$ cat src/rtl/core/pfe_pkg.sv
// Types, constants and helper functions of the Playfair encryptor.
package pfe_pkg;

    localparam int SQ_DIM    = 5;
    localparam int SQ_CELLS  = SQ_DIM * SQ_DIM;
    localparam int N_LETTERS = 26;

    localparam logic [4:0] LETTER_I = 5'd8;
    localparam logic [4:0] LETTER_J = 5'd9;
    localparam logic [4:0] LETTER_X = 5'd23;
    localparam logic [4:0] LETTER_LAST = 5'(N_LETTERS - 1);

    localparam logic [7:0] ASCII_LOWER_A = 8'd97;
    localparam logic [7:0] ASCII_LOWER_Z = 8'd122;
    localparam logic [7:0] ASCII_UPPER_A = 8'd65;
    localparam logic [7:0] ASCII_UPPER_Z = 8'd90;

    typedef enum logic [2:0] {
        OP_CLEAR  = 3'd0,
        OP_KEY    = 3'd1,
        OP_FINISH = 3'd2,
        OP_TEXT   = 3'd3,
        OP_END    = 3'd4
    } op_t;

    typedef enum logic [1:0] {
        S_IDLE,
        S_FILL,
        S_POS,
        S_SQ
    } state_t;

    typedef struct packed {
        logic       valid;
        logic [4:0] idx;
    } letter_t;

    typedef struct packed {
        logic [2:0] row;
        logic [2:0] col;
    } rc_t;

    // Folds case and maps j onto i; non-letters come back not valid.
    function automatic letter_t letter_of(input logic [7:0] c);
        letter_t r;
        r.valid = 1'b0;
        r.idx   = '0;
        if (c >= ASCII_LOWER_A && c <= ASCII_LOWER_Z) begin
            r.valid = 1'b1;
            r.idx   = 5'(c - ASCII_LOWER_A);
        end else if (c >= ASCII_UPPER_A && c <= ASCII_UPPER_Z) begin
            r.valid = 1'b1;
            r.idx   = 5'(c - ASCII_UPPER_A);
        end
        if (r.idx == LETTER_J) begin
            r.idx = LETTER_I;
        end
        return r;
    endfunction

    // Splits a square place into row and column.
    function automatic rc_t place_rc(input logic [4:0] p);
        rc_t        r;
        logic [4:0] base;
        if (p >= 5'd20) begin
            r.row = 3'd4;
        end else if (p >= 5'd15) begin
            r.row = 3'd3;
        end else if (p >= 5'd10) begin
            r.row = 3'd2;
        end else if (p >= 5'd5) begin
            r.row = 3'd1;
        end else begin
            r.row = 3'd0;
        end
        base  = {r.row, 2'b00} + {2'b00, r.row};
        r.col = 3'(p - base);
        return r;
    endfunction

    function automatic logic [4:0] sq_addr(input logic [2:0] row, input logic [2:0] col);
        return {row, 2'b00} + {2'b00, row} + {2'b00, col};
    endfunction

    function automatic logic [2:0] wrap_inc(input logic [2:0] v);
        return (v == 3'(SQ_DIM - 1)) ? 3'd0 : v + 3'd1;
    endfunction

    function automatic logic [6:0] to_ascii(input logic [4:0] l);
        return 7'(ASCII_LOWER_A) + {2'b00, l};
    endfunction

endpackage

$ cat src/rtl/core/playfair_digraph_encryptor.sv
// Playfair encryptor top level: key square build, text pairing and encryption.
// A text or end request that completes a pair goes through the place read and square read
// states before its first letter is shown, and holds the block longer while the output cannot take it.
// Clear, key and all other requests leave the block idle; a finish request holds it for the
// walk over the alphabet, which places each letter not yet used.
// Reset clears the used map, fill count, pending letter and output buffer; the
// square memories are not cleared and hold whatever they had until written.
module playfair_digraph_encryptor (
    input  logic       clk,
    input  logic       rst_n,
    input  logic       req_valid,
    output logic       req_ready,
    input  logic [2:0] op,
    input  logic [7:0] in_char,
    output logic       rsp_valid,
    input  logic       rsp_ready,
    output logic [6:0] out_char,
    output logic       pair_last,
    output logic       message_end
);

    // The key square lives in two small synchronous memories: the square itself,
    // indexed by place, and its inverse, indexed by letter. Both have registered read data.
    logic [4:0] ks_mem [pfe_pkg::SQ_CELLS];
    logic [4:0] lp_mem [pfe_pkg::N_LETTERS];

    pfe_pkg::state_t state_reg, state_next;

    logic [pfe_pkg::N_LETTERS-1:0] used_reg, used_next;
    logic [4:0] fill_count_reg, fill_count_next;
    logic [4:0] fill_idx_reg, fill_idx_next;

    // Text pairing state: the held first letter of a pair, its adjacency flag and the end flag.
    logic [4:0] pend_letter_reg, pend_letter_next;
    logic       pend_valid_reg, pend_valid_next;
    logic       pend_adj_reg, pend_adj_next;
    logic       at_end_reg, at_end_next;

    // Memory read data and held square read addresses.
    logic [4:0] lp_a_reg, lp_b_reg;
    logic [4:0] ks_a_reg, ks_b_reg;
    logic [4:0] ka_reg, kb_reg;

    // Two-entry output buffer; a count of two shows the first letter.
    logic [4:0] o_char0_reg, o_char1_reg;
    logic       o_end_reg;
    logic [1:0] o_cnt_reg, o_cnt_next;

    logic            req_accept;
    logic            rsp_accept;
    pfe_pkg::letter_t lt;
    pfe_pkg::op_t    op_code;

    logic       pair_go;
    logic [4:0] pair_a, pair_b;

    logic       place_req, place_en;
    logic [4:0] place_src;

    pfe_pkg::rc_t rc_a, rc_b;
    logic [4:0]   ka_calc, kb_calc, ka_addr, kb_addr;
    logic         out_free, out_load;

    assign req_ready  = (state_reg == pfe_pkg::S_IDLE);
    assign req_accept = req_valid && req_ready;
    assign rsp_valid  = (o_cnt_reg != 2'd0);
    assign rsp_accept = rsp_valid && rsp_ready;
    assign lt         = pfe_pkg::letter_of(in_char);
    assign op_code    = pfe_pkg::op_t'(op);

    assign out_char    = pfe_pkg::to_ascii((o_cnt_reg == 2'd2) ? o_char0_reg : o_char1_reg);
    assign pair_last   = (o_cnt_reg == 2'd1);
    assign message_end = (o_cnt_reg == 2'd1) && o_end_reg;

    // Pairing of text letters. A repeated letter that directly follows the held
    // first letter closes the pair with an x and stays held as the next first letter.
    always_comb
    begin
        pair_go          = 1'b0;
        pair_a           = pend_letter_reg;
        pair_b           = pfe_pkg::LETTER_X;
        pend_letter_next = pend_letter_reg;
        pend_valid_next  = pend_valid_reg;
        pend_adj_next    = pend_adj_reg;
        at_end_next      = at_end_reg;
        if (req_accept) begin
            case (op_code)
                pfe_pkg::OP_TEXT:
                begin
                    if (!lt.valid) begin
                        pend_adj_next = 1'b0;
                    end else if (!pend_valid_reg) begin
                        pend_letter_next = lt.idx;
                        pend_valid_next  = 1'b1;
                        pend_adj_next    = 1'b1;
                    end else if (pend_adj_reg && lt.idx == pend_letter_reg) begin
                        pair_go     = 1'b1;
                        at_end_next = 1'b0;
                    end else begin
                        pair_go         = 1'b1;
                        pair_b          = lt.idx;
                        at_end_next     = 1'b0;
                        pend_valid_next = 1'b0;
                        pend_adj_next   = 1'b0;
                    end
                end
                pfe_pkg::OP_END:
                begin
                    pend_adj_next = 1'b0;
                    if (pend_valid_reg) begin
                        pair_go         = 1'b1;
                        at_end_next     = 1'b1;
                        pend_valid_next = 1'b0;
                    end
                end
                default:
                begin
                end
            endcase
        end
    end

    // Letter placement, shared by key requests and the finish walk.
    always_comb
    begin
        place_src = (state_reg == pfe_pkg::S_FILL) ? fill_idx_reg : lt.idx;
        place_req = ((state_reg == pfe_pkg::S_FILL) && fill_idx_reg != pfe_pkg::LETTER_J)
                 || (req_accept && op_code == pfe_pkg::OP_KEY && lt.valid);
        place_en  = place_req && !used_reg[place_src]
                 && (fill_count_reg < 5'(pfe_pkg::SQ_CELLS));

        used_next       = used_reg;
        fill_count_next = fill_count_reg;
        if (req_accept && op_code == pfe_pkg::OP_CLEAR) begin
            used_next       = '0;
            fill_count_next = '0;
        end else if (place_en) begin
            used_next[place_src] = 1'b1;
            fill_count_next      = fill_count_reg + 5'd1;
        end
    end

    // Cipher places from the two letter places: row rule, column rule or rectangle.
    always_comb
    begin
        rc_a = pfe_pkg::place_rc(lp_a_reg);
        rc_b = pfe_pkg::place_rc(lp_b_reg);
        if (rc_a.row == rc_b.row) begin
            ka_calc = pfe_pkg::sq_addr(rc_a.row, pfe_pkg::wrap_inc(rc_a.col));
            kb_calc = pfe_pkg::sq_addr(rc_b.row, pfe_pkg::wrap_inc(rc_b.col));
        end else if (rc_a.col == rc_b.col) begin
            ka_calc = pfe_pkg::sq_addr(pfe_pkg::wrap_inc(rc_a.row), rc_a.col);
            kb_calc = pfe_pkg::sq_addr(pfe_pkg::wrap_inc(rc_b.row), rc_b.col);
        end else begin
            ka_calc = pfe_pkg::sq_addr(rc_a.row, rc_b.col);
            kb_calc = pfe_pkg::sq_addr(rc_b.row, rc_a.col);
        end
        ka_addr = (state_reg == pfe_pkg::S_POS) ? ka_calc : ka_reg;
        kb_addr = (state_reg == pfe_pkg::S_POS) ? kb_calc : kb_reg;
    end

    // The pair waits in the square read state until the output buffer can take it.
    assign out_free = (o_cnt_reg == 2'd0) || (o_cnt_reg == 2'd1 && rsp_ready);
    assign out_load = (state_reg == pfe_pkg::S_SQ) && out_free;

    always_comb
    begin
        o_cnt_next = o_cnt_reg;
        if (out_load) begin
            o_cnt_next = 2'd2;
        end else if (rsp_accept) begin
            o_cnt_next = o_cnt_reg - 2'd1;
        end
    end

    // Sequencer: next state.
    always_comb
    begin
        state_next    = state_reg;
        fill_idx_next = fill_idx_reg;
        case (state_reg)
            pfe_pkg::S_IDLE:
            begin
                if (req_accept && op_code == pfe_pkg::OP_FINISH) begin
                    state_next    = pfe_pkg::S_FILL;
                    fill_idx_next = '0;
                end else if (pair_go) begin
                    state_next = pfe_pkg::S_POS;
                end
            end
            pfe_pkg::S_FILL:
            begin
                fill_idx_next = fill_idx_reg + 5'd1;
                if (fill_idx_reg == pfe_pkg::LETTER_LAST) begin
                    state_next = pfe_pkg::S_IDLE;
                end
            end
            pfe_pkg::S_POS:
            begin
                state_next = pfe_pkg::S_SQ;
            end
            pfe_pkg::S_SQ:
            begin
                if (out_free) begin
                    state_next = pfe_pkg::S_IDLE;
                end
            end
            default:
            begin
                state_next = pfe_pkg::S_IDLE;
            end
        endcase
    end

    always_ff @(posedge clk or negedge rst_n)
    begin
        if (!rst_n) begin
            state_reg       <= pfe_pkg::S_IDLE;
            used_reg        <= '0;
            fill_count_reg  <= '0;
            fill_idx_reg    <= '0;
            pend_letter_reg <= '0;
            pend_valid_reg  <= 1'b0;
            pend_adj_reg    <= 1'b0;
            at_end_reg      <= 1'b0;
            o_cnt_reg       <= '0;
        end else begin
            state_reg       <= state_next;
            used_reg        <= used_next;
            fill_count_reg  <= fill_count_next;
            fill_idx_reg    <= fill_idx_next;
            pend_letter_reg <= pend_letter_next;
            pend_valid_reg  <= pend_valid_next;
            pend_adj_reg    <= pend_adj_next;
            at_end_reg      <= at_end_next;
            o_cnt_reg       <= o_cnt_next;
        end
    end

    // Letter-to-place memory: written on placement, read at both pair letters.
    always_ff @(posedge clk)
    begin
        if (place_en) begin
            lp_mem[place_src] <= fill_count_reg;
        end
        lp_a_reg <= lp_mem[pair_a];
        lp_b_reg <= lp_mem[pair_b];
    end

    // Square memory: written on placement, read at both cipher places.
    always_ff @(posedge clk)
    begin
        if (place_en) begin
            ks_mem[fill_count_reg] <= place_src;
        end
        ks_a_reg <= ks_mem[ka_addr];
        ks_b_reg <= ks_mem[kb_addr];
        ka_reg   <= ka_addr;
        kb_reg   <= kb_addr;
    end

    always_ff @(posedge clk)
    begin
        if (out_load) begin
            o_char0_reg <= ks_a_reg;
            o_char1_reg <= ks_b_reg;
            o_end_reg   <= at_end_reg;
        end
    end

endmodule

$ cat config.mk
export PLATFORM = sky130hd
export DESIGN_NAME = playfair_digraph_encryptor
export DESIGN_NICKNAME = d
export VERILOG_FILES = /design/src/rtl/core/pfe_pkg.sv /design/src/rtl/core/playfair_digraph_encryptor.sv
export SDC_FILE = /design/constraint.sdc
export NUM_CORES = 1
export LEC_CHECK = 0
export BUFFER_PORTS_ARGS = -buffer_cell sky130_fd_sc_hd__buf_2
export CAP_MARGIN = 20
export CORE_MARGIN = 8
export CORE_UTILIZATION = 55
export CTS_BUF_LIST = sky130_fd_sc_hd__clkbuf_4
export CTS_CLUSTER_SIZE = 8
export DETAILED_ROUTE_END_ITERATION = 8
export PLACE_DENSITY = 0.71
export SKIP_CTS_REPAIR_TIMING = 1
export SYNTH_ARGS = -nofsm -noshare
export SYNTH_HDL_FRONTEND = slang
export SYNTH_SLANG_ARGS = --single-unit
$ cat constraint.sdc
create_clock -name clk -period 8.5 [get_ports clk]
set_input_delay 1.7 -clock clk [delete_from_list [all_inputs] [get_ports clk]]
set_output_delay 1.7 -clock clk [all_outputs]
set_load 0.05 [all_outputs]
==> run_results.csv, run 1 <==
group,metric,value,unit
floorplanning,die_area,39880,sq um
final_layout,area_delta_synth_final,9.372,%
routing,drc,0,
critical_path,start_kind,"register",
synth,netlist_instances,1580,
min_path,worstHoldStart,"ks_b_reg[0]",
floorplanning,row_count,67,
sta,layout_worst_path_cycle_share,78.95,%
sta,fin_worst_skew,0.05467,ns
critical_path,crit_arrival,7.31,ns
critical_path,critical_path_buf_inv_count,3,
sta,hold_viol_final,0,
power,combPwrFrac,47.2,%
synth,yosys_most_used_dff,"edfxtp_1",
final_layout,drive_gt1_share,18.24,%
min_path,hold_path_class,"register to register",
placed_design,hpwl,35480,um
critical_path,crit_path_frequent_cell,"fa_1",
sta,slew-limit-headroom,27.07,%
synth,synth_area,18560,sq um
sta,rsz0062_at_grt,"false",
synth,ys_seq_area_share,52.75,%
critical_path,end_kind,"register",
global_routing,overflow,0,
power,internal_power,4250,uW
routing,vias_per_cell,6.453,
power,pwr-share-seq,33.3,%
status,status,"complete, no violations",
placed_design,portBuffers,25,
routing,final_antenna_net_count,0,
critical_path,path_class,"register to register",
sta,setup_tns,0,ns
final_layout,largest_register_ffs,130,
synth,synth.net_count,1644,
flow_run,maxCapViolations,0,
synth,yosysWarnings,0,
sta,maxSlewViolCount,0,
sta,worst-slew-pin-transition,1.084,ns
power,clkPwrFrac,19.5,%
clock_network,cts_buffers,86,
sta,finalSetupViolCount,0,
routing,drt_iter0_markers,1433,
critical_path,r2r_start,"lp_a_reg[2]",
critical_path,cp.required,9.10,ns
power,p_sw,3149,uW
global_routing,grt_max_degree,49,
floorplanning,die_w,199.7,um
power,powerDensity,364.6,nW/um^2
clock_network,clock_latency,0.78,ns
sta,whs,0.3994,ns
synth,synth.avg_cell_area,11.75,sq um
critical_path,cpPeakStageDelay,0.69,ns
critical_path,path_cells,"nor2_1, a21oi_1, a21oi_1, ha_1, inv_1, fa_1, nor2_1, a22oi_1, nand4_1, fa_1, fa_1, o31ai_1, o21ai_1, and2_1, buf_4, inv_2, mux2i_1, a22o_1, o22ai_1, or4_1",
final_layout,multiInputGateArea,8235,sq um
global_routing,antenna_found_initial,4,
placed_design,gp_congestion,0.9491,
floorplanning,die_h,199.7,um
power,ir_drop,0.2169,mV
sta,timing.final.crit_period,6.710,ns
critical_path,cp_max_fo,44,
clock_network,cts_tree,"yes",
synth,synth_cell_types,87,
floorplanning,initial_core_util,55.62,%
floorplanning,core_region_area,33360,sq um
routing,vias,13870,
clock_network,htreeDepth,3,
clock_network,cts_sinks,344,
routing,wl_per_cell,23.78,um
critical_path,critical_path.top_delay_family,"compound AO/OA/AOI/OAI gates",
routing,routed_wl,51120,um
synth,async_flop_share,13.95,%
clock_network,clk_pin_slew,0.07,ns
critical_path,startpoint,"lp_a_reg[2]",
synth,synth-seq-cells,344,
clock_network,clockRootBuffer,"clkbuf_4",
final_layout,final_net_count,1694,
power,netSwitchingFraction,42.56,%
global_routing,grt_pass1_vias,13450,
routing,drtPass1Iterations,8,
power,p_leak,0.007830,uW
placed_design,place_inst,1986,
final_layout,seqCellArea,9791,sq um
final_layout,n_fill_cell,2772,
floorplanning,ios,26,
global_routing,grt_pass1_wl,78780,um
final_layout,final_cells,2150,
clock_network,cts.path.max_buffers,3,
sta,max_clock_freq,149.0,MHz
critical_path,cp_slowest_cell,"inv_2",
synth,synth-edff-count,266,
global_routing,grt.total_usage,25.95,%
## cells in the final DEF (no fill, tap or decap), drive strengths merged, types with 10 or more instances in the layout
cell type / instances
inv: 49
dfrtp: 48
o31ai: 12
a22o: 12
nand2b: 16
nor2b: 16
xnor2: 21
edfxtp: 266
nor2: 88
nand2: 180
fa: 10
a31oi: 20
a211oi: 33
buf: 51
dfxtp: 30
nand3: 66
mux2i: 83
and3: 13
o21a: 18
mux2: 24
nor3: 36
a21o: 35
a21oi: 97
a21boi: 11
and2: 27
clkinv: 22
nand4: 14
o22ai: 11
ha: 39
o21ai: 31
mux4: 48
clkbuf: 131
## kinds of logic after synthesis
family / synth area share (%)
muxes: 11.76
AOI/OAI and AO/OA: 13.55
DFF: 52.75
and+or+nand+nor: 13.66
xor gates and xnor gates: 1.497
adders and majority gates: 3.708
buffers and inverters: 3.081
## power by group through the flow
stage	Clock, uW	Combinational, uW	Sequential [uW]
after floorplan	0	2490	2430
after global placement	0	3330	2490
after global routing	1550	3800	2490
after CTS	1470	3400	2460
final	1440	3490	2470
after detailed placement	0	3380	2500
## per-layer routing
layer / global-route usage [%] / wire, um / vias to the layer above
met3: 6.736 / 5430 / 112
met1: 35.18 / 20900 / 6757
met5: 0 / 15 / -
met2: 39.83 / 23220 / 808
li1: - / - / 6195
met4: 9.728 / 1559 / 2
## through the flow
stage	utilization (%)	setup WS, ns	area, sq um	total power (uW)
2_1_floorplan	-	2.605	18560	4923
3_3_place_gp	57.11	1.779	19050	5820
3_5_place_dp	57.11	1.572	19050	5881
4_1_cts	60.56	1.733	20200	7336
5_1_grt	60.83	1.314	20300	7848
6_report	60.83	1.790	20300	7399
## Yosys cell counts (13+ instances only)
cell type  count  area (sq um)
nand3_1       66         330.3
ha_1          39         488.0
edfxtp_1     266          7988
o21ai_0       27         135.1
a21o_1        35         262.8
mux2_2        23         259.0
nor2b_1       16         100.1
o21a_1        18         135.1
dfxtp_1       30         600.6
buf_1         13         48.80
nand2b_1      16         100.1
clkbuf_1      46         172.7
nor3_1        18         90.09
dfrtp_1       48          1201
nor3_2        18         180.2
a31oi_1       20         125.1
mux4_2        48          1081
nand4_1       14         87.58
and3_1        13         81.33
nand2_1      180         675.7
inv_1         43         161.4
buf_2         24         120.1
and2_1        27         168.9
a21oi_1       96         480.5
mux2i_1       83         830.8
a211oi_1      33         247.7
xnor2_1       20         175.2
nor2_1        87         326.6
## final timing paths
check	end	slack, ns	depth (start not counted)
worst min register to register	o_char1_reg[0]	0.40	0
min in group asynchronous	pair_a[2]	1.03	2
max in group asynchronous	used_reg[22]	6.95	2
worst max-delay path	ks_a_reg[4]	1.79	20
worst max register to register	ks_a_reg[4]	1.79	20
worst min-delay path	o_char1_reg[0]	0.40	0
## area by class of cell
type | instances | area share (%)
antenna | 2 | 0.02466
clock buffer | 131 | 4.845
clock inverter | 27 | 0.8260
inverter | 47 | 0.8692
multi-input combinational | 1100 | 40.57
sequential | 344 | 48.24
tap | 448 | 2.762
timing repair buffer | 51 | 1.862
Power figures use the tool's default switching activity.
==> inputs of run 2 (changes only) <==
- PLACE_DENSITY: 0.71 -> 0.74
- clock period: 8.5 -> 5.9 ns (I/O delays scaled with it)
==> run_results.csv, run 2 (synthesis results as in run 1) <==
group,metric,value,unit
sta,max_clock_freq,180.5,MHz
floorplanning,die_w,199.7,um
global_routing,grt.total_usage,26.94,%
critical_path,cp_slowest_cell,"a2111oi_0",
routing,vias,14210,
routing,drt_iter0_markers,1954,
clock_network,clockRootBuffer,"clkbuf_4",
final_layout,final_net_count,1748,
min_path,hold_path_class,"register to register",
clock_network,cts.path.max_buffers,3,
global_routing,grtUsageMet1,37.46,%
placed_design,place_inst,2038,
sta,maxSlewViolCount,0,
final_layout,final_area,20720,sq um
global_routing,top_usage_layer,"met2",
final_layout,n_fill_cell,2694,
power,powerDensity,527.6,nW/um^2
sta,fin_worst_skew,0.09302,ns
sta,hold_viol_final,0,
critical_path,end_kind,"register",
clock_network,htreeDepth,3,
floorplanning,die_area,39880,sq um
sta,rsz0062_at_grt,"false",
clock_network,clk_pin_slew,0.06,ns
clock_network,cts_sinks,344,
clock_network,clock_latency,0.82,ns
critical_path,crit_arrival,6.15,ns
critical_path,cpPeakStageDelay,0.60,ns
floorplanning,core_region_area,33360,sq um
sta,worst-slew-pin-transition,1.038,ns
global_routing,grt_pass1_vias,13900,
routing,routed_wl,53430,um
global_routing,overflow,0,
final_layout,final_common_cell,"edfxtp_1",
critical_path,path_cells,"and3b_1, a31oi_2, a21oi_2, ha_1, inv_1, fa_1, inv_1, ha_1, inv_1, nor2_1, a2111oi_0, buf_4, fa_1, xnor2_1, a21oi_1, o21ai_1, and2_1, inv_2, buf_12, mux2i_1, a22o_1, o22ai_1, buf_4, or4_1",
status,status,"complete, no violations",
critical_path,cp.required,6.51,ns
floorplanning,ios,26,
critical_path,path_class,"register to register",
global_routing,grt_max_degree,49,
placed_design,hpwl,38200,um
final_layout,final_cells,2209,
final_layout,layout_common_cells,"edfxtp_1, nand2_1, clkbuf_4, a21oi_1, nor2_1",
sta,timing.final.crit_period,5.541,ns
sta,whs,0.4164,ns
final_layout,drive_gt1_share,21.42,%
global_routing,grt_pass1_wl,81280,um
sta,finalSetupViolCount,0,
clock_network,cts_buffers,90,
global_routing,antenna_found_initial,2,
routing,drtPass1Iterations,8,
min_path,holdPathStages,0,
floorplanning,initial_core_util,55.62,%
power,power,10930,uW
critical_path,r2r_cells,24,
floorplanning,row_count,67,
power,p_leak,0.008119,uW
global_routing,use_met3,7.208,%
clock_network,cts_tree,"yes",
routing,drc,0,
final_layout,area_delta_synth_final,11.64,%
critical_path,crit_path_frequent_cell,"inv_1",
routing,final_antenna_net_count,0,
sta,layout_worst_path_cycle_share,93.91,%
flow_run,maxCapViolations,0,
critical_path,start_kind,"register",
sta,setup_tns,0,ns
global_routing,grt_use_met2,40.15,%
placed_design,dpl_cell_area,19490,sq um
placed_design,gp_congestion,1.000,
floorplanning,die_h,199.7,um
routing,wl_per_cell,24.19,um
placed_design,portBuffers,25,
final_layout,largest_register_ffs,130,
power,ir_drop,0.4664,mV
critical_path,cp_max_fo,19,
routing,vias_per_cell,6.435,
sta,slew-limit-headroom,30.83,%
==> run 2: area by class of cell <==
class	instances	area [sq um]	area share, %
well taps	448	560.5	2.706
clock buffers	136	1021	4.928
inverters	47	176.4	0.8515
clock inverters	32	142.6	0.6885
multi-input cells	1100	8259	39.87
diodes	1	2.502	0.01208
repair buffers	101	763.2	3.684
flip-flops and latches	344	9792	47.26
==> run 2: routing by layer <==
layer	share of wire [%]	vias to the layer above
li1	-	6293
met1	41	6937
met2	44	844
met3	12	140
met4	3.2	0
met5	0	-
==> run 2: worst max-delay path, delay by kind of cell, from the launching register on <==
family,cells,cell delay (ns)
simple gates,4,0.98
buf+inv,7,0.99
mux,1,0.21
flops,1,0.46
xor+xnor,1,0.08
fa+ha+maj,4,1.14
compound gates,7,1.50
==> run 2: where the power goes <==
part           leakage (uW)  internal [uW]  switching, uW  total (uW)
Combinational       0.00413           1890           3380        5270
Sequential          0.00328           3280            312        3590
Clock              0.000708           1060           1000        2060
==> run 2: final timing paths <==
| check | endpoint | start | slack (ns) |
|---|---|---|---|
| worst min-delay path | o_char1_reg[4] | ks_b_reg[4] | 0.42 |
| min in group asynchronous | used_reg[21] | rst_n | 0.52 |
| max in group asynchronous | fill_count_reg[0] | rst_n | 4.84 |
| worst min register to register | o_char1_reg[4] | ks_b_reg[4] | 0.42 |
| worst max register to register | ks_a_reg[1] | lp_a_reg[1] | 0.36 |
| worst max-delay path | ks_a_reg[1] | lp_a_reg[1] | 0.36 |
==> run 2: through the flow <==
step / utilization [%] / setup WS [ns]
after CTS: 61.91 / 0.04719
after floorplan: - / 0.5251
final: 62.09 / 0.3591
after detailed placement: 58.43 / 0.1173
after global placement: 58.34 / 0.3780
after global routing: 62.09 / 0.003439
==> inputs of run 3 (changes only) <==
- CORE_ASPECT_RATIO: unset -> 0.5
- CORE_MARGIN: 8 -> 10
==> run_results.csv, run 3 (synthesis results as in run 1) <==
group,metric,value,unit
final_layout,n_fill_cell,2620,
floorplanning,initial_core_util,55.95,%
flow_run,maxCapViolations,0,
power,p_leak,0.008181,uW
floorplanning,die_area,41930,sq um
global_routing,grt_max_degree,49,
sta,worst-slew-pin-transition,1.187,ns
final_layout,final_net_count,1758,
floorplanning,ios,26,
min_path,hold_path_class,"register to register",
sta,fin_worst_skew,0.05923,ns
critical_path,cp_max_fo,10,
critical_path,path_class,"register to register",
clock_network,cts_buffers,79,
sta,setup_tns,0,ns
clock_network,clockRootBuffer,"clkbuf_4",
power,powerDensity,540.0,nW/um^2
critical_path,path_cells,"nor2_1, a21oi_1, a21boi_1, ha_1, inv_1, fa_1, nor2_1, nand4_1, and3_1, fa_1, inv_1, fa_1, nor2_1, a21oi_1, o21ai_0, a22o_2, buf_4, mux4_2, and3_1, a211oi_1, nand3_1",
critical_path,start_kind,"register",
clock_network,clock_latency,0.80,ns
sta,slew-limit-headroom,20.12,%
routing,drtPass1Iterations,6,
critical_path,critical_path.top_delay_family,"adder cells",
floorplanning,core_region_area,33170,sq um
critical_path,cp_slowest_cell,"fa_1",
status,status,"complete, no violations",
final_layout,area_delta_synth_final,12.34,%
routing,final_antenna_net_count,0,
clock_network,htreeDepth,3,
clock_network,cts_sinks,344,
global_routing,grt_pass1_vias,14090,
critical_path,startpoint,"lp_b_reg[1]",
sta,finalSetupViolCount,0,
placed_design,portBuffers,25,
routing,vias_per_cell,6.458,
placed_design,hpwl,40060,um
floorplanning,die_w,279.8,um
clock_network,clk_pin_slew,0.09,ns
placed_design,gp_congestion,1.006,
critical_path,end_kind,"register",
sta,timing.final.crit_period,5.592,ns
final_layout,drive_gt1_share,21.49,%
routing,vias,14230,
clock_network,cts_tree,"yes",
critical_path,critical_path_buf_inv_count,3,
global_routing,grt_pass1_wl,85630,um
sta,hold_viol_final,0,
power,power,11260,uW
routing,routed_wl,55940,um
critical_path,r2r_start,"lp_b_reg[1]",
routing,drt_iter0_markers,1649,
global_routing,antenna_found_initial,3,
sta,layout_worst_path_cycle_share,94.77,%
clock_network,cts.path.max_buffers,3,
power,ir_drop,0.2839,mV
floorplanning,row_count,47,
sta,rsz0062_at_grt,"false",
global_routing,grt.total_usage,26.76,%
final_layout,layout_common_cells,"edfxtp_1, nand2_1, clkbuf_4, a21oi_1, buf_4",
routing,drc,0,
min_path,worstHoldStart,"ks_a_reg[2]",
final_layout,final_common_cell,"edfxtp_1",
global_routing,overflow,0,
floorplanning,die_h,149.9,um
critical_path,cpPeakStageDelay,0.57,ns
sta,maxSlewViolCount,0,
critical_path,cp.required,6.52,ns
final_layout,largest_register_ffs,130,
routing,wl_per_cell,25.39,um
critical_path,crit_arrival,6.21,ns
sta,max_clock_freq,178.8,MHz
run 3: path summary, 6_finish.rpt:
check,cells after the start,to,slack [ns]
min in group asynchronous,2,used_reg[16],0.52
worst max-delay path,21,ks_b_reg[4],0.31
worst min-delay path,0,o_char0_reg[2],0.40
max in group asynchronous,2,pair_a[1],4.82
worst max register to register,21,ks_b_reg[4],0.31
worst min register to register,0,o_char0_reg[2],0.40
run 3: metal layers:
layer	vias up	track usage (%)	share of wire, %
li1	6313	-	-
met1	6980	37.16	43
met2	831	40.66	44
met3	103	6.885	11
met4	0	8.578	2.4
met5	-	0	0
run 3: stage by stage:
stage                     cells  hold slack (ns)  worst slack (ns)  instance area, sq um  utilization, %
after CTS                  2197           0.4064           0.09796                 20730           62.52
after floorplan            1580           0.3855            0.5251                 18560               -
after detailed placement   2051           0.4048            0.1382                 19610           59.14
after global routing       2201           0.4154           0.04401                 20840           62.85
after global placement     2051           0.3936            0.3180                 19610           59.14
final                      2203           0.3972            0.3084                 20850           62.86
run 3: power breakdown:
group	internal (uW)	switching [uW]	total (uW)
Clock	1120	1000	2120
Combinational	2010	3520	5530
Sequential	3280	332	3610
Total	6400	4850	11300
run 3: layout make-up:
cell class / instances / area, sq um / share of cell area, %
antenna: 3 / 7.507 / 0.03601
multi-input combinational: 1100 / 8247 / 39.55
timing repair buffer: 122 / 950.9 / 4.561
inverter: 47 / 176.4 / 0.8462
tap: 441 / 551.8 / 2.647
clock inverter: 24 / 205.2 / 0.9842
sequential: 344 / 9794 / 46.98
clock buffer: 122 / 915.9 / 4.393
